**config.mk**
```make
export PLATFORM = sky130hd
export DESIGN_NAME = ibcm_cell
export DESIGN_NICKNAME = d
export VERILOG_FILES = /design/src/rtl/ibcm_pkg.sv /design/src/rtl/ibcm_cell.sv
export SDC_FILE = /design/constraint.sdc
export NUM_CORES = 1
export LEC_CHECK = 0
export BUFFER_PORTS_ARGS = -buffer_cell sky130_fd_sc_hd__buf_2
export CORE_AREA = 5 5 116 118
export DETAILED_ROUTE_END_ITERATION = 10
export DIE_AREA = 0 0 121 123
export HOLD_SLACK_MARGIN = 0.05
export PLACE_DENSITY = 0.77
export SYNTH_ARGS = -nofsm -noshare
export SYNTH_HDL_FRONTEND = slang
export SYNTH_SLANG_ARGS = --single-unit
export TNS_END_PERCENT = 10
```
**constraint.sdc**
```tcl
create_clock -name clk -period 5.8 [get_ports clk]
set_input_delay 0.87 -clock clk [delete_from_list [all_inputs] [get_ports clk]]
set_output_delay 0.87 -clock clk [all_outputs]
set_load 0.05 [all_outputs]
```
**src/rtl/ibcm_pkg.sv**
```systemverilog
`timescale 1ns / 1ps
package ibcm_pkg;

    // Default bag capacity in fragment ranges.
    localparam int MAX_RANGES_DEF = 32;

    localparam int CFG_IDX_W = 1;
    localparam logic [15:0] READ_LENGTH_RST = 16'd150;
    localparam logic [15:0] MIN_OVERLAP_RST = 16'd24;

    // Configuration register indexes.
    typedef enum logic [CFG_IDX_W-1:0] {
        REG_READ_LENGTH = 1'b0,
        REG_MIN_OVERLAP = 1'b1
    } cfg_reg_t;

    // One input item.
    typedef struct packed {
        logic        kind;
        logic [23:0] seq_id;
        logic [30:0] range_begin;
        logic [30:0] range_end;
    } in_item_t;

    // One result item.
    typedef struct packed {
        logic signed [31:0] contig_begin;
        logic signed [31:0] contig_end;
        logic [31:0]        contig_length;
        logic               bag_overflow;
        logic               last;
    } out_item_t;

    // One chain cell: a pseudo read key, start+2^31 high and stop low.
    typedef struct packed {
        logic        valid;
        logic [63:0] key;
    } slot_t;

    // Control from the sequencer to the merge unit.
    typedef struct packed {
        logic active;
        logic ovf;
    } drain_ctl_t;

    // Status from the merge unit back to the sequencer.
    typedef struct packed {
        logic pop;
        logic done;
    } drain_sts_t;

endpackage

```
**src/rtl/ibcm_cell.sv**
```systemverilog
`timescale 1ns / 1ps
module ibcm_cell
    import ibcm_pkg::*;
(
    input  logic        clk,
    input  logic        rst_n,
    input  logic        ins,
    input  logic        shift,
    input  logic [63:0] new_key,
    input  slot_t       left_slot,
    input  logic        left_gt,
    input  slot_t       right_slot,
    output slot_t       slot,
    output logic        gt
);

    logic        valid_reg;
    logic        valid_next;
    logic [63:0] key_reg;
    logic [63:0] key_next;

    // An empty cell counts as larger than any key.
    assign gt   = !valid_reg || (key_reg > new_key);
    assign slot = '{valid: valid_reg, key: key_reg};

    // Insert shifts larger keys one place up; drain moves everything one place down.
    always_comb
    begin
        valid_next = valid_reg;
        key_next   = key_reg;
        if (shift)
        begin
            valid_next = right_slot.valid;
            key_next   = right_slot.key;
        end
        else if (ins)
        begin
            if (left_gt)
            begin
                valid_next = left_slot.valid;
                key_next   = left_slot.key;
            end
            else if (gt)
            begin
                valid_next = 1'b1;
                key_next   = new_key;
            end
        end
    end

    always_ff @(posedge clk or negedge rst_n)
    begin
        if (!rst_n)
            valid_reg <= 1'b0;
        else
            valid_reg <= valid_next;
    end

    always_ff @(posedge clk)
    begin
        key_reg <= key_next;
    end

endmodule

```
Yosys cells after proc, flatten, opt, wreduce, memory -nomap -nowiden:

Index checks and enable logic that the tools add are counted.

* $lt $le $gt $ge: 1
* mux-type cells: 8
* reductions and logical operators: 5

Operators by type and width (number)
* $mux 64: 4
* $gt 64x64->1: 1
* $mux 1: 4
* $reduce_bool 3->1: 1
* $reduce_and 2->1: 1
* $reduce_bool 2->1: 1
* $logic_not 1->1: 1
* $logic_or 1x1->1: 1

* register bits after elaboration: 65
* bits of input ports: 199

Depth between registers and ports, before layout:

* word-level depth: 6
* gate-level depth with buffers: 9
* mapped depth without buffers: 9

Least setup slack after synthesis:

OpenSTA, ideal clock, no wires.

* path type: input to register
* from: input port new_key[30]
* to: register key_reg[0] (enable)
* setup time: 524 ps
* data arrival time: 5604 ps
* required time: 5276 ps
* setup slack: -328 ps
* stages on the path: 9
* path buffers: 0
* path through: inv_1 -> ha_1 -> nand4_2 -> nor4_2 -> nand4_1 -> nand2_1 -> o31ai_1 -> and4b_1 -> a31oi_1

* word-level cells in the longest chain between the ends: 4

Ends and longest elaborated chain
* start: declaration: line ibcm_cell.sv:9 `input logic [63:0] new_key,`
* $gt 64x64->1: line ibcm_cell.sv:23 `assign gt = !valid_reg || (key_reg > new_key);`
* $logic_or 1x1->1: line ibcm_cell.sv:23
* $reduce_bool 3->1 (no line)
* $reduce_and 2->1 (no line)
* end signal: assignment: line ibcm_cell.sv:61 `key_reg <= key_next;`
* end: declaration: line ibcm_cell.sv:19 `logic [63:0] key_reg;`

Every way passes these cells.
A chain may end at the register's enable or synchronous reset.

Worst setup path after layout:

* from: input port new_key[61]
* to: output port gt

* word-level cells in the longest chain between the ends: 2

Ends and longest elaborated chain
* $gt 64x64->1: line ibcm_cell.sv:23
* $logic_or 1x1->1: line ibcm_cell.sv:23
* end: declaration: line ibcm_cell.sv:14 `output logic gt`

Every way passes these cells.

==> metrics.md <==
| Metric | Value |
|---|---|
| Crit Path Max Fanout | `2` |
| WHS | `roughly 0.32 ns` |
| Crit path DAT | `3.07 ns` |
| FF+latch count, synth | `65` |
| NetSw | `623.5 µW` |
| Core Area | `about 12000 µm²` |
| Number of diodes | `0` |
| CTS tree | `yes` |
| Post-route minimum period | `3.944 ns` |
| Mapped Nets | `just under 800` |
| # hold bufs at CTS | `0` |
| Pwr dens | `265.9 nW/µm²` |
| Boundary Pins | `around 270` |
| Pint | `~1.2 mW` |
| Setup tns final | `0 ns` |
| Clk sink count | `between 60 and 70` |
| Chip Width | `about 120 µm` |
| Port Buffer Count | `264` |
| Final hold violation count | `0` |
| Period utilization | `68.00%` |
| Cell accounting for the most synthesized area | `edfxtp_1` |
| WL met2 | `roughly 7000 µm` |
| Required time worst endpoint | `around 5 ns` |
| Routed met3 length | `between 900 and 1000 µm` |
| YS warnings | `0` |
| Fill cells | `around 1.2k` |
| Number of gates resized after cts | `0` |
| Skew final | `a little over 0.008 ns` |
| RSZ-0062 raised after global routing | `no` |
| Die height | `around 120 µm` |
| Final Max Tran Viols | `0` |
| Setup CP Type | `in2out` |
| Remaining Overflow, GRT | `0` |
| Clk_lat worst skew | `about 0.33 ns` |
| Post-Syn Area | `around 5000 µm²` |
| Synth-to-layout area growth | `36.29%` |
| Mapped Cells | `~530` |
| Synthesized area per cell | `9.550 µm²` |
| Vias | `approximately 4.7k` |
| Vias in the first global route | `roughly 4.6k` |
| Max reg flops | `64` |
| Max Cap Viol | `0` |
| Placed cells | `between 900 and 1k` |
| Hold crit path type | `in2async` |
| Max Used Layer | `met4` |
| Count of cell types in the netlist | `37` |
| Final setup viols | `0` |
| Drt drc | `0` |
| Post-synth top area share | `38.33%` |
| Clk slew on worst S/H paths | `0.05 ns` |
| GRT Util Overall | `between 10% and 20%` |
| Antenna-violating nets left | `0` |
| Fin util | `between 50% and 60%` |
| Sequential share of power | `approximately a third` |
| First-pass GRT wire length | `approximately 21000 µm` |
| Synth top area cells | `edfxtp_1 (38%), ha_1 (16%), mux2i_1 (13%)` |
| Status | `finished, final reports clean` |
| Fin nets | `about 1.0k` |
| Worst setup SP type | `input port` |
| Avg Vias per Cell | `approximately 4.9` |
| Post-CTS setup buffer count | `0` |
| Routability congestion estimate | `~0.81` |
| Die ar. | `roughly 15000 µm²` |
| Layout cells sized above 1 | `a little under two fifths` |
| Setup WS pre-CTS | `1.809 ns` |
| Pin count of the biggest net entering global routing | `65` |
| Sw Share | `about a third` |
| DR iter-0 viols | `between 150 and 200` |
| Routed WL | `about 14000 µm` |
| Drt pass-1 iters | `6` |
| Initial antenna violation count | `0` |
| Hpwl dp | `11840 µm` |
| Peak VDD IR | `approximately 0.14 mV` |
| Max frequency | `~0.25 GHz` |
| WL/cell | `14.88 µm` |
| H-tree depth | `3` |
| Setup ws final | `1.856 ns` |
| Logic pwr share | `~32%` |
| Register area share after synthesis | `38.83%` |
| Tightest Pin Transition | `1.054 ns` |
| Crit path capture type | `output port` |
| CTS Root Cell | `clkbuf_16` |
| # rows | `41` |
| Num CTS Buffers | `9` |
| CTS max path bufs | `2` |
| Worst slew margin | `slightly below 30%` |
| LEAKAGE | `~3.6 nW` |
| Post-Route M1 WL | `about 6000 µm` |
| Starting density of the core | `between 40% and 50%` |
| Fin cells | `around 960` |
| Clock Power Share | `about 34%` |
==> kinds of logic after synthesis <==
kind of cell               count (synthesis)  synth area share [%]
and+or+nand+nor                          126                 12.70
AOI/OAI and AO/OA                        117                 12.48
DFF                                       65                 38.83
buffers and inverters                     89                 7.237
muxes                                     64                 12.78
adders and majority gates                 64                 15.97
==> cell usage in the layout, fill, tap and decap left out, types with 4 or more instances in the layout <==
cell,count
buf_4,5
nand4_1,8
nor2_1,8
o21ai_0,70
edfxtp_1,64
a21oi_1,27
nand3_1,6
mux2i_1,64
inv_1,66
ha_1,64
clkbuf_16,9
nand2_1,85
buf_2,262
nand4_2,6
o21ai_1,4
==> final timing paths <==
| check | from | cells past startpoint | slack (ns) | to |
|---|---|---|---|---|
| max | new_key[61] | 11 | 1.86 | gt |
| min | rst_n | 1 | 0.32 | valid_reg |
| max reg2reg | key_reg[30] | 9 | 2.42 | key_reg[51] |
| min reg2reg | valid_reg | 2 | 0.79 | valid_reg |
| max in group asynchronous | rst_n | 1 | 5.38 | valid_reg |
| min in group clk | right_slot[64] | 3 | 0.78 | valid_reg |
==> metal layers <==
layer	vias to the layer above	global-route usage, %
li1	2395	-
met1	2100	22.51
met2	156	31.89
met3	8	4.986
met4	0	4.745
met5	-	0
==> worst max-delay path, stage by stage <==
cell	delay (ns)
buf_2	0.09
inv_1	0.04
ha_1	0.31
a21oi_1	0.15
nor2_1	0.05
a211oi_1	0.46
o211ai_1	0.17
o31ai_1	0.26
and4b_1	0.29
o21ai_1	0.13
buf_2	0.25
==> cell usage after synthesis <==
cell type / instances
a21oi_1: 27
nor2_1: 8
and2_4: 1
nor3_2: 1
nand2_1: 85
nor3_4: 1
edfxtp_1: 64
nor2b_1: 1
dfrtp_1: 1
buf_2: 6
inv_1: 66
buf_4: 1
a22o_2: 1
nand3_1: 6
clkbuf_1: 14
ha_1: 64
and4_1: 2
o21ai_1: 4
buf_6: 1
and4b_1: 1
a31oi_1: 1
a221oi_1: 2
nor3_1: 1
nor4_1: 1
a21o_1: 3
clkbuf_8: 1
and3_1: 1
o211ai_1: 2
mux2i_1: 64
nand4_2: 6
nand4_1: 8
nand4_4: 1
o31ai_1: 1
o22ai_1: 3
a211oi_1: 3
o21ai_0: 70
nor4_2: 2
==> layout make-up <==
class | instances | area [µm²] | share of cell area [%]
clock buffers | 10 | 229.0 | 3.351
clock inverters | 6 | 106.4 | 1.556
inverters | 66 | 247.7 | 3.626
multi-input cells | 371 | 2719 | 39.79
flip-flops and latches | 65 | 1947 | 28.49
well taps | 172 | 215.2 | 3.150
repair buffers | 268 | 1369 | 20.03
==> through the flow <==
stage                     power (mW)  area (µm²)
after floorplan                1.023        5020
after global placement         1.205        6497
after detailed placement       1.213        6497
after CTS                      1.836        6833
after global routing           1.909        6833
final                          1.817        6833
==> power by group through the flow <==
stage | Clock [mW] | Combinational (mW) | Sequential (mW)
CTS | 0.629 | 0.591 | 0.616
finish | 0.619 | 0.583 | 0.615
global placement | 0 | 0.582 | 0.623
detailed placement | 0 | 0.588 | 0.625
global route | 0.652 | 0.636 | 0.621
floorplan | 0 | 0.219 | 0.804
Power figures use the tool's default switching activity.
